==> config.mk <==
export PLATFORM = sky130hd
export DESIGN_NAME = fraction_reduce
export DESIGN_NICKNAME = d
export VERILOG_FILES = /design/src/rtl/fr_pkg.sv /design/src/rtl/fr_dp.sv /design/src/rtl/fr_ctrl.sv /design/src/rtl/fraction_reduce.sv
export VERILOG_INCLUDE_DIRS = /design/src /design/src/rtl
export SDC_FILE = /design/constraint.sdc
export NUM_CORES = 2
export LEC_CHECK = 0
export ABC_AREA = 1
export BUFFER_PORTS_ARGS = -buffer_cell sky130_fd_sc_hd__buf_4
export CAP_MARGIN = 40
export CORE_MARGIN = 8
export CORE_UTILIZATION = 35
export DETAILED_ROUTE_END_ITERATION = 16
export PLACE_DENSITY = 0.47
export SKIP_LAST_GASP = 1
export SYNTH_ARGS = -nofsm -noshare
export SYNTH_HDL_FRONTEND = slang
export SYNTH_HIERARCHICAL = 1
export SYNTH_SLANG_ARGS = --single-unit
==> constraint.sdc <==
create_clock -name clk -period 16.8 [get_ports clk]
set_input_delay 0.84 -clock clk [delete_from_list [all_inputs] [get_ports clk]]
set_output_delay 0.84 -clock clk [all_outputs]
set_load 0.02 [all_outputs]
==> src/rtl/fraction_reduce_macros.svh <==
// ----------------------------------------------------------------------------
// fraction_reduce_macros.svh
// Assertion macros shared by the fraction reduction block.
// ----------------------------------------------------------------------------
`ifndef FRACTION_REDUCE_MACROS_SVH
`define FRACTION_REDUCE_MACROS_SVH

// Same-cycle implication, sampled on clk, off while rst_n is low.
`define FR_ASSERT_NOW(label, ante, cons) \
  label: assert property (@(posedge clk) disable iff (!rst_n) (ante) |-> (cons)) \
    else $error("fraction_reduce: same-cycle check failed");

// Next-cycle implication, sampled on clk, off while rst_n is low.
`define FR_ASSERT_NEXT(label, ante, cons) \
  label: assert property (@(posedge clk) disable iff (!rst_n) (ante) |=> (cons)) \
    else $error("fraction_reduce: next-cycle check failed");

`endif

==> src/rtl/fr_pkg.sv <==
// ----------------------------------------------------------------------------
// fr_pkg
// Shared widths, datapath op codes and control/status types.
// ----------------------------------------------------------------------------
package fr_pkg;

  localparam int DATA_W  = 64;
  localparam int SHIFT_W = $clog2(DATA_W);
  localparam int CNT_W   = $clog2(DATA_W);

  localparam logic [DATA_W-1:0] MINUS_ONE = '1;
  localparam logic [DATA_W-1:0] ONE       = {{(DATA_W-1){1'b0}}, 1'b1};

  typedef logic [DATA_W-1:0] word_t;

  typedef enum logic [3:0] {
    OP_NONE,
    OP_LOAD,
    OP_HALVE_BOTH,
    OP_HALVE_A,
    OP_GCD_STEP,
    OP_START_DIV,
    OP_DIV_STEP,
    OP_DIV_LAST_NUM,
    OP_DIV_LAST_DEN,
    OP_SIGN_FIX,
    OP_BOTH_NEG,
    OP_MINUS_ONE,
    OP_OUT_LOAD
  } op_t;

  typedef struct packed {
    op_t op;
  } cmd_t;

  typedef struct packed {
    logic a_zero;
    logic b_zero;
    logic a_even;
    logic both_even;
    logic cnt_last;
    logic g_zero;
  } status_t;

  function automatic word_t neg(input word_t v);
    neg = '0 - v;
  endfunction

  function automatic word_t mag(input word_t v);
    mag = v[DATA_W-1] ? neg(v) : v;
  endfunction

endpackage

==> src/rtl/fr_dp.sv <==
// ----------------------------------------------------------------------------
// fr_dp
// Datapath: binary gcd registers, shared restoring divider, sign fix-up and
// output register.
// ----------------------------------------------------------------------------
module fr_dp (
  input  logic                        clk,
  input  fr_pkg::cmd_t                cmd,
  input  logic signed [fr_pkg::DATA_W-1:0] in_num,
  input  logic signed [fr_pkg::DATA_W-1:0] in_den,
  output fr_pkg::status_t             status,
  output logic signed [fr_pkg::DATA_W-1:0] out_num,
  output logic signed [fr_pkg::DATA_W-1:0] out_den
);
  import fr_pkg::*;

  word_t             num_r, num_nxt;
  word_t             den_r, den_nxt;
  logic              sn_r, sn_nxt;
  logic              sd_r, sd_nxt;
  word_t             a_r, a_nxt;
  word_t             b_r, b_nxt;
  logic [SHIFT_W-1:0] k_r, k_nxt;
  word_t             g_r, g_nxt;
  word_t             rem_r, rem_nxt;
  word_t             quo_r, quo_nxt;
  logic [CNT_W-1:0]  cnt_r, cnt_nxt;
  word_t             onum_r, onum_nxt;
  word_t             oden_r, oden_nxt;

  logic [DATA_W:0]   b_minus_a;
  word_t             a_minus_b;
  word_t             g_cand;
  logic [DATA_W:0]   trial;
  logic              qbit;
  word_t             quo_done;

  assign b_minus_a = {1'b0, b_r} - {1'b0, a_r};
  assign a_minus_b = a_r - b_r;
  // gcd is the other value when one is zero, else the odd core shifted back
  assign g_cand    = (a_r == '0) ? b_r : (a_r << k_r);

  assign trial     = {rem_r, quo_r[DATA_W-1]} - {1'b0, g_r};
  assign qbit      = !trial[DATA_W];
  assign quo_done  = {quo_r[DATA_W-2:0], qbit};

  always_comb begin
    num_nxt  = num_r;
    den_nxt  = den_r;
    sn_nxt   = sn_r;
    sd_nxt   = sd_r;
    a_nxt    = a_r;
    b_nxt    = b_r;
    k_nxt    = k_r;
    g_nxt    = g_r;
    rem_nxt  = rem_r;
    quo_nxt  = quo_r;
    cnt_nxt  = cnt_r;
    onum_nxt = onum_r;
    oden_nxt = oden_r;
    unique case (cmd.op)
      OP_NONE: begin
      end
      OP_LOAD: begin
        num_nxt = in_num;
        den_nxt = in_den;
        sn_nxt  = in_num[DATA_W-1];
        sd_nxt  = in_den[DATA_W-1];
        a_nxt   = mag(in_num);
        b_nxt   = mag(in_den);
        k_nxt   = '0;
      end
      OP_HALVE_BOTH: begin
        a_nxt = a_r >> 1;
        b_nxt = b_r >> 1;
        k_nxt = k_r + 1'b1;
      end
      OP_HALVE_A: begin
        a_nxt = a_r >> 1;
      end
      OP_GCD_STEP: begin
        if (!b_r[0]) begin
          b_nxt = b_r >> 1;
        end else if (b_minus_a[DATA_W]) begin
          // a > b: swap, then subtract
          a_nxt = b_r;
          b_nxt = a_minus_b;
        end else begin
          b_nxt = b_minus_a[DATA_W-1:0];
        end
      end
      OP_START_DIV: begin
        g_nxt   = g_cand;
        rem_nxt = '0;
        quo_nxt = mag(num_r);
        cnt_nxt = '0;
      end
      OP_DIV_STEP: begin
        rem_nxt = qbit ? trial[DATA_W-1:0] : {rem_r[DATA_W-2:0], quo_r[DATA_W-1]};
        quo_nxt = quo_done;
        cnt_nxt = cnt_r + 1'b1;
      end
      OP_DIV_LAST_NUM: begin
        num_nxt = quo_done;
        rem_nxt = '0;
        quo_nxt = mag(den_r);
        cnt_nxt = '0;
      end
      OP_DIV_LAST_DEN: begin
        den_nxt = quo_done;
      end
      OP_SIGN_FIX: begin
        num_nxt = sn_r ? neg(num_r) : num_r;
        den_nxt = sd_r ? neg(den_r) : den_r;
      end
      OP_BOTH_NEG: begin
        if (num_r[DATA_W-1] && den_r[DATA_W-1]) begin
          num_nxt = neg(num_r);
          den_nxt = neg(den_r);
        end
      end
      OP_MINUS_ONE: begin
        if (den_r == MINUS_ONE) begin
          den_nxt = ONE;
          num_nxt = neg(num_r);
        end
      end
      OP_OUT_LOAD: begin
        onum_nxt = num_r;
        oden_nxt = den_r;
      end
      default: begin
      end
    endcase
  end

  always_ff @(posedge clk) begin
    num_r  <= num_nxt;
    den_r  <= den_nxt;
    sn_r   <= sn_nxt;
    sd_r   <= sd_nxt;
    a_r    <= a_nxt;
    b_r    <= b_nxt;
    k_r    <= k_nxt;
    g_r    <= g_nxt;
    rem_r  <= rem_nxt;
    quo_r  <= quo_nxt;
    cnt_r  <= cnt_nxt;
    onum_r <= onum_nxt;
    oden_r <= oden_nxt;
  end

  assign status.a_zero    = (a_r == '0);
  assign status.b_zero    = (b_r == '0);
  assign status.a_even    = !a_r[0];
  assign status.both_even = !(a_r[0] | b_r[0]);
  assign status.cnt_last  = (cnt_r == '1);
  assign status.g_zero    = (g_r == '0);

  assign out_num = onum_r;
  assign out_den = oden_r;

endmodule

==> src/rtl/fr_ctrl.sv <==
// ----------------------------------------------------------------------------
// fr_ctrl
// Controller: sequences gcd, two divisions, sign fix-up and the output
// handshake.
// ----------------------------------------------------------------------------
module fr_ctrl (
  input  logic            clk,
  input  logic            rst_n,
  input  logic            in_valid,
  output logic            in_ready,
  output logic            out_valid,
  input  logic            out_ready,
  input  fr_pkg::status_t status,
  output fr_pkg::cmd_t    cmd,
  output logic            dividing
);
  import fr_pkg::*;

  typedef enum logic [10:0] {
    S_IDLE  = 11'b000_0000_0001,
    S_CHK   = 11'b000_0000_0010,
    S_SHIFT = 11'b000_0000_0100,
    S_AODD  = 11'b000_0000_1000,
    S_LOOP  = 11'b000_0001_0000,
    S_DIVN  = 11'b000_0010_0000,
    S_DIVD  = 11'b000_0100_0000,
    S_SIGN  = 11'b000_1000_0000,
    S_NEG   = 11'b001_0000_0000,
    S_MONE  = 11'b010_0000_0000,
    S_DONE  = 11'b100_0000_0000
  } state_t;

  state_t state_r, state_nxt;
  logic   ovalid_r, ovalid_nxt;

  always_comb begin
    state_nxt  = state_r;
    cmd.op     = OP_NONE;
    ovalid_nxt = ovalid_r && !out_ready;
    unique case (state_r)
      S_IDLE: begin
        if (in_valid) begin
          cmd.op    = OP_LOAD;
          state_nxt = S_CHK;
        end
      end
      S_CHK: begin
        if (status.a_zero && status.b_zero) begin
          // both zero: pass the pair through
          state_nxt = S_DONE;
        end else if (status.a_zero || status.b_zero) begin
          cmd.op    = OP_START_DIV;
          state_nxt = S_DIVN;
        end else begin
          state_nxt = S_SHIFT;
        end
      end
      S_SHIFT: begin
        if (status.both_even) begin
          cmd.op = OP_HALVE_BOTH;
        end else begin
          state_nxt = S_AODD;
        end
      end
      S_AODD: begin
        if (status.a_even) begin
          cmd.op = OP_HALVE_A;
        end else begin
          state_nxt = S_LOOP;
        end
      end
      S_LOOP: begin
        if (status.b_zero) begin
          cmd.op    = OP_START_DIV;
          state_nxt = S_DIVN;
        end else begin
          cmd.op = OP_GCD_STEP;
        end
      end
      S_DIVN: begin
        if (status.cnt_last) begin
          cmd.op    = OP_DIV_LAST_NUM;
          state_nxt = S_DIVD;
        end else begin
          cmd.op = OP_DIV_STEP;
        end
      end
      S_DIVD: begin
        if (status.cnt_last) begin
          cmd.op    = OP_DIV_LAST_DEN;
          state_nxt = S_SIGN;
        end else begin
          cmd.op = OP_DIV_STEP;
        end
      end
      S_SIGN: begin
        cmd.op    = OP_SIGN_FIX;
        state_nxt = S_NEG;
      end
      S_NEG: begin
        cmd.op    = OP_BOTH_NEG;
        state_nxt = S_MONE;
      end
      S_MONE: begin
        cmd.op    = OP_MINUS_ONE;
        state_nxt = S_DONE;
      end
      S_DONE: begin
        // hold until the output register is free
        if (!ovalid_r || out_ready) begin
          cmd.op     = OP_OUT_LOAD;
          ovalid_nxt = 1'b1;
          state_nxt  = S_IDLE;
        end
      end
      default: begin
        state_nxt = S_IDLE;
      end
    endcase
  end

  always_ff @(posedge clk) begin
    if (!rst_n) begin
      state_r  <= S_IDLE;
      ovalid_r <= 1'b0;
    end else begin
      state_r  <= state_nxt;
      ovalid_r <= ovalid_nxt;
    end
  end

  assign in_ready  = (state_r == S_IDLE);
  assign out_valid = ovalid_r;
  assign dividing  = (state_r == S_DIVN) || (state_r == S_DIVD);

endmodule

==> src/rtl/fraction_reduce.sv <==
// ----------------------------------------------------------------------------
// fraction_reduce
// Reduces a signed 64-bit fraction to lowest terms via binary gcd.
// ----------------------------------------------------------------------------
// One fraction is worked on at a time. After a transfer the block runs a
// binary gcd (one halving or one compare-and-subtract per cycle, shared
// factors of two halved out first), then divides the numerator and the
// denominator by the gcd in turn on one restoring divider, then does the
// sign fix-up (signs restored, a both-negative pair negated, a -1
// denominator made 1) and loads the output register. Both-zero input
// passes through without the gcd or the divider. A finished result waits
// in the output register while the next fraction is taken in and reduced.
module fraction_reduce (
  input  logic                             clk,
  input  logic                             rst_n,
  input  logic                             in_valid,
  output logic                             in_ready,
  input  logic signed [fr_pkg::DATA_W-1:0] in_num_in,
  input  logic signed [fr_pkg::DATA_W-1:0] in_den_in,
  output logic                             out_valid,
  input  logic                             out_ready,
  output logic signed [fr_pkg::DATA_W-1:0] out_num_out,
  output logic signed [fr_pkg::DATA_W-1:0] out_den_out
);
  import fr_pkg::*;

  `include "fraction_reduce_macros.svh"

  cmd_t    cmd;
  status_t status;
  logic    dividing;

  fr_ctrl u_ctrl (
    .clk       (clk),
    .rst_n     (rst_n),
    .in_valid  (in_valid),
    .in_ready  (in_ready),
    .out_valid (out_valid),
    .out_ready (out_ready),
    .status    (status),
    .cmd       (cmd),
    .dividing  (dividing)
  );

  fr_dp u_dp (
    .clk     (clk),
    .cmd     (cmd),
    .in_num  (in_num_in),
    .in_den  (in_den_in),
    .status  (status),
    .out_num (out_num_out),
    .out_den (out_den_out)
  );

  `FR_ASSERT_NEXT(a_busy_after_transfer, in_valid && in_ready, !in_ready)
  `FR_ASSERT_NOW(a_divisor_nonzero, dividing, !status.g_zero)
  `FR_ASSERT_NOW(a_result_from_busy, $rose(out_valid), !$past(in_ready))

endmodule
## Yosys cells after proc, flatten, opt, wreduce, memory -nomap -nowiden

Index checks and enable logic that the tools add are counted.

| operators by class | value |
|---|---|
| shifts and indexed selects | 1 |
| equal/unequal tests | 38 |
| multiplexer cells | 46 |
| reductions and logical operators | 23 |
| add/sub/neg operators | 9 |
| bitwise gates (word level) | 1 |

Operator list:

| kind | count |
|---|---|
| $mux W64 | 16 |
| $pmux W64 S5 | 2 |
| $pmux W64 S3 | 3 |
| $sub A1 B64 Y64 const A | 4 |
| $logic_not A64 Y1 | 2 |
| $pmux W64 S2 | 1 |
| $pmux W11 S11 | 1 |
| $mux W11 | 8 |
| $sub A64 B64 Y65 | 1 |
| $sub A65 B64 Y65 | 1 |
| $eq A64 B64 Y1 const B | 1 |
| $shl A64 B6 Y64 | 1 |
| $sub A64 B64 Y64 | 1 |
| $pmux W4 S11 | 1 |
| $pmux W6 S2 | 2 |
| $eq A4 B4 Y1 const B | 5 |
| $ne A2 B1 Y1 const B | 10 |
| $eq A4 B3 Y1 const B | 4 |
| $add A6 B1 Y6 const B | 2 |
| $mux W4 | 3 |
| $eq A11 B1 Y1 const B | 1 |
| $eq A11 B10 Y1 const B | 1 |
| $eq A11 B11 Y1 const B | 1 |
| $eq A11 B2 Y1 const B | 1 |
| 26 further kinds | 45 |

| word-level totals | value |
|---|---|
| flip-flop bits (word level) | 602 |
| logic and storage cells | 133 |
| output and inout port bits | 130 |

## Longest topological paths before layout

| logic depth | value |
|---|---|
| word-level depth | 9 |
| gate-level depth with buffers | 22 |

## Modules after synthesis

The synthesis kept the hierarchy.

Modules (own cells, without submodules):

| module | cells an instance | area each (um^2) | instances |
|---|---|---|---|
| fr_dp | 8521 | 55514.5 | 1 |
| fr_ctrl | 141 | 1001.0 | 1 |

## Worst setup path before layout

Ideal clock, no wire load.

| timing path | value |
|---|---|
| kind | register to register |
| from | reg u_dp.b_r[1] |
| to | reg u_dp.oden_r[0] (netlist: u_dp/out_den[0]) (enable) |
| cell stages (with the launch flop) | 15 |
| path buffers | 0 |
| setup slack | 4.912 ns |
| period minus slack after synthesis | 11.888 ns |
| arrival time | 11.116 ns |
| setup time | 0.772 ns |
| path through | edfxtp_1 -> nor2_1 -> nand3_1 -> nor4_1 -> nand4_1 -> nor4_1 -> inv_1 -> ha_1 -> inv_1 -> o21ai_0 -> nor3b_1 -> nand3b_1 -> nor2_1 -> inv_1 -> nor3_1 |

RTL lines:

| item | RTL line | RTL |
|---|---|---|
| start: declaration | fr_dp.sv:22 | `word_t b_r, b_nxt;` |
| start signal: assignment | fr_dp.sv:143 | `b_r <= b_nxt;` |
| end signal: assignment | fr_dp.sv:150 | `oden_r <= oden_nxt;` |
| end: declaration | fr_dp.sv:29 | `word_t oden_r, oden_nxt;` |

==> results.ini <==
[clock_tree]
ctsHoldBuffers=0
ctsRootBufferMaster=clkbuf_16
post_cts_repair_timing_setup_buffer_count=0
cts.clk_slew.worst_paths_ns=0.06
clockBufferDepth=3
clock_latency_late_sink_ns=0.72
post_cts_resize_count=0
cts-htree-levels=3
cts_buf_count=76
tritoncts=yes
clkSinkCount=602

[critical_path]
critPathLaunchType=flip-flop
cp_num_buf_inv=7
timing.critical_path.fanout_max=48
cell_family_with_the_largest_share_of_critical_path_delay=simple AND/OR/NAND/NOR gates
worstPathRequired_ns=17.21
critPathKind=flip-flop to flip-flop
critical_path.endpoint_type=flip-flop
critical-path-top-cell-by-count=inv_1
crit_chain=nor4_1, nand4_1, nor4_1, inv_1, ha_1, inv_1, o21ai_0, nor3b_1, nand3b_1, nor2_1, inv_1, nor2_2, buf_4, clkinv_2, a21oi_1, a21oi_4, buf_4, buf_12
critical-path-max-stage-delay_ns=0.97
cpMaxStageDelayCell=nor4_1
critPathArrivalTime_ns=7.50

[outcome]
status=finished, final reports clean

[detailed_routing]
drc=0
detail_route.first_pass.iterations=8
routed-wl-met3_mm=39.92
dr_wl_met2_mm=137.6
route.layer.met1.wl_mm=142.8
wirelength_mm=339.9
final_antenna_net_count=0
drt_iter0_markers=9998
via_count=63550
drt-vias-per-instance=5.728
avgRoutedWirePerCell_um=30.64
topRoutingLayerUsed=met5

[final_layout]
layout-drive-gt1-share=0.08530
area_growth_syn_to_layout_pct=13.41
fin_nets=9183
num-fill-cells=17310

[yosys]
mapped_cell_area_um2=56380
synth.net_count=8976
synthesis.instances=8641
warning_count_from_the_yosys_run=6
avgSynthCellArea_um2=6.525

[sta]
worst_hold_slack_ns=0.4245
finalMaxSlewViolations=0
setup_total_negative_slack_ns=0
timing.final.crit_period_ns=7.094
fmax_mhz=141.0
worstMarginPinSlew_ns=0.9749
setup_viol=0
slew_headroom=0.3500
hold_viol=0
finalClockSkew_ns=0.05223
post-route-period-util=0.4223
setup_repair_after_global_routing_missed_its_margin=false

[floorplan]
die_height_um=417.4
fp-row-count=147
dieArea_um2=174200
initial_utilization=0.3520
number_of_top_level_pins=262
die_width_um=417.4
area_of_the_core_um2=160200

[placement]
place_congestion=1.115
total_of_buffers_placed_on_input_and_output_ports=261
dp_hpwl_mm=281.2

[grt]
grt_antenna_before_repair=39
via_count_of_the_first_global_routing_pass=58250
grt_max_degree=74
total_routing_usage_gr=0.3718
first_pass_grt_wire_length_mm=461.9
grt.overflow.total=0

[run]
max_cap_violations=0

[power]
power_density_nw_per_um2=168.0
vdd_ir_drop_max_uv=113.8
leakage_dissipation_nw=29.59

[min_path]
worst_hold_path_type=input port to flip-flop

-- metal layers --
layer | up-vias | global-route usage
met5 | - | 0
met4 | 6 | 0.1759
met3 | 637 | 0.1051
met2 | 3983 | 0.5312
met1 | 30320 | 0.5151
li1 | 28600 | -
-- worst reg2reg max path, delay by kind of cell, from the launching register on --
kind                     cells  cell delay, ns
AO/OA/AOI/OAI                3            0.70
adder cells (fa/ha/maj)      1            0.35
buffers and inverters        7            2.13
flip-flops                   1            0.46
AND/OR/NAND/NOR              7            3.13
-- final cells by class --
cell class	count	area, µm²	share of cell area
diodes	24	60.06	0.0009392
clock buffers	97	2095	0.03276
clock inverters	43	568.0	0.008884
inverters	1336	5016	0.07845
multi-input cells	6423	32320	0.5055
flip-flops and latches	602	17960	0.2808
well taps	2160	2703	0.04227
repair buffers	409	3222	0.05039
-- layout by cell type (no fill, tap or decap), types with 22 or more instances in the layout --
cell / instances
edfxtp_1: 590
inv_1: 1266
nor2_4: 24
nand4_1: 129
xnor2_1: 28
nand2_1: 2900
buf_2: 22
a22oi_1: 24
o22ai_1: 36
nand3_1: 458
nor4_1: 54
o21bai_1: 37
inv_2: 55
diode_2: 24
ha_1: 200
nand2_2: 33
clkinv_1: 22
o221ai_1: 165
mux2i_1: 29
o21ai_0: 399
o211ai_1: 114
buf_4: 372
xor2_1: 210
clkbuf_16: 79
nor3_1: 91
nand3b_1: 78
nor2_2: 36
a21oi_1: 355
or2_2: 27
o21ai_1: 52
nor2_1: 839
-- through the flow --
step | utilization | cells | worst slack [ns] | area [µm²] | total power, W
floorplan | - | 8641 | 4.912 | 56380 | 0.005624
global route | 0.3988 | 11080 | 9.689 | 63900 | 0.01111
detailed placement | 0.3819 | 10930 | 10.19 | 61190 | 0.008641
CTS | 0.3986 | 11070 | 10.10 | 63850 | 0.01044
global placement | 0.3785 | 10870 | 10.26 | 60630 | 0.008553
finish | 0.3991 | 11090 | 9.706 | 63940 | 0.01074
-- final timing paths --
kind	cells past startpoint	startpoint	slack, ns	end
min	2	rst_n	0.42	u_ctrl/state_r[0]
max	18	u_dp/b_r[53]	9.71	u_dp/a_r[30]
max reg2reg	18	u_dp/b_r[53]	9.71	u_dp/a_r[30]
min reg2reg	0	u_dp/num_r[59]	0.46	u_dp/out_num[59]
-- registers in the layout (all words and copies together) (netlist names) --
name / count
u_dp/quo_r: 64
u_dp/den_r: 64
u_dp/num_r: 64
u_dp/out_den: 64
u_dp/sn_r: 1
u_dp/sd_r: 1
u_dp/b_r: 64
u_dp/a_r: 64
u_ctrl/out_valid: 1
u_dp/g_r: 64
u_ctrl/state_r: 11
u_dp/rem_r: 64
u_dp/k_r: 6
u_dp/out_num: 64
u_dp/cnt_r: 6
-- power breakdown --
group / switching, W / internal [W]
combinational: 0.00499 / 0.00157
clock: 0.000769 / 0.00102
sequential: 0.000351 / 0.00204
Note: power is estimated with default switching activity, not from simulation.
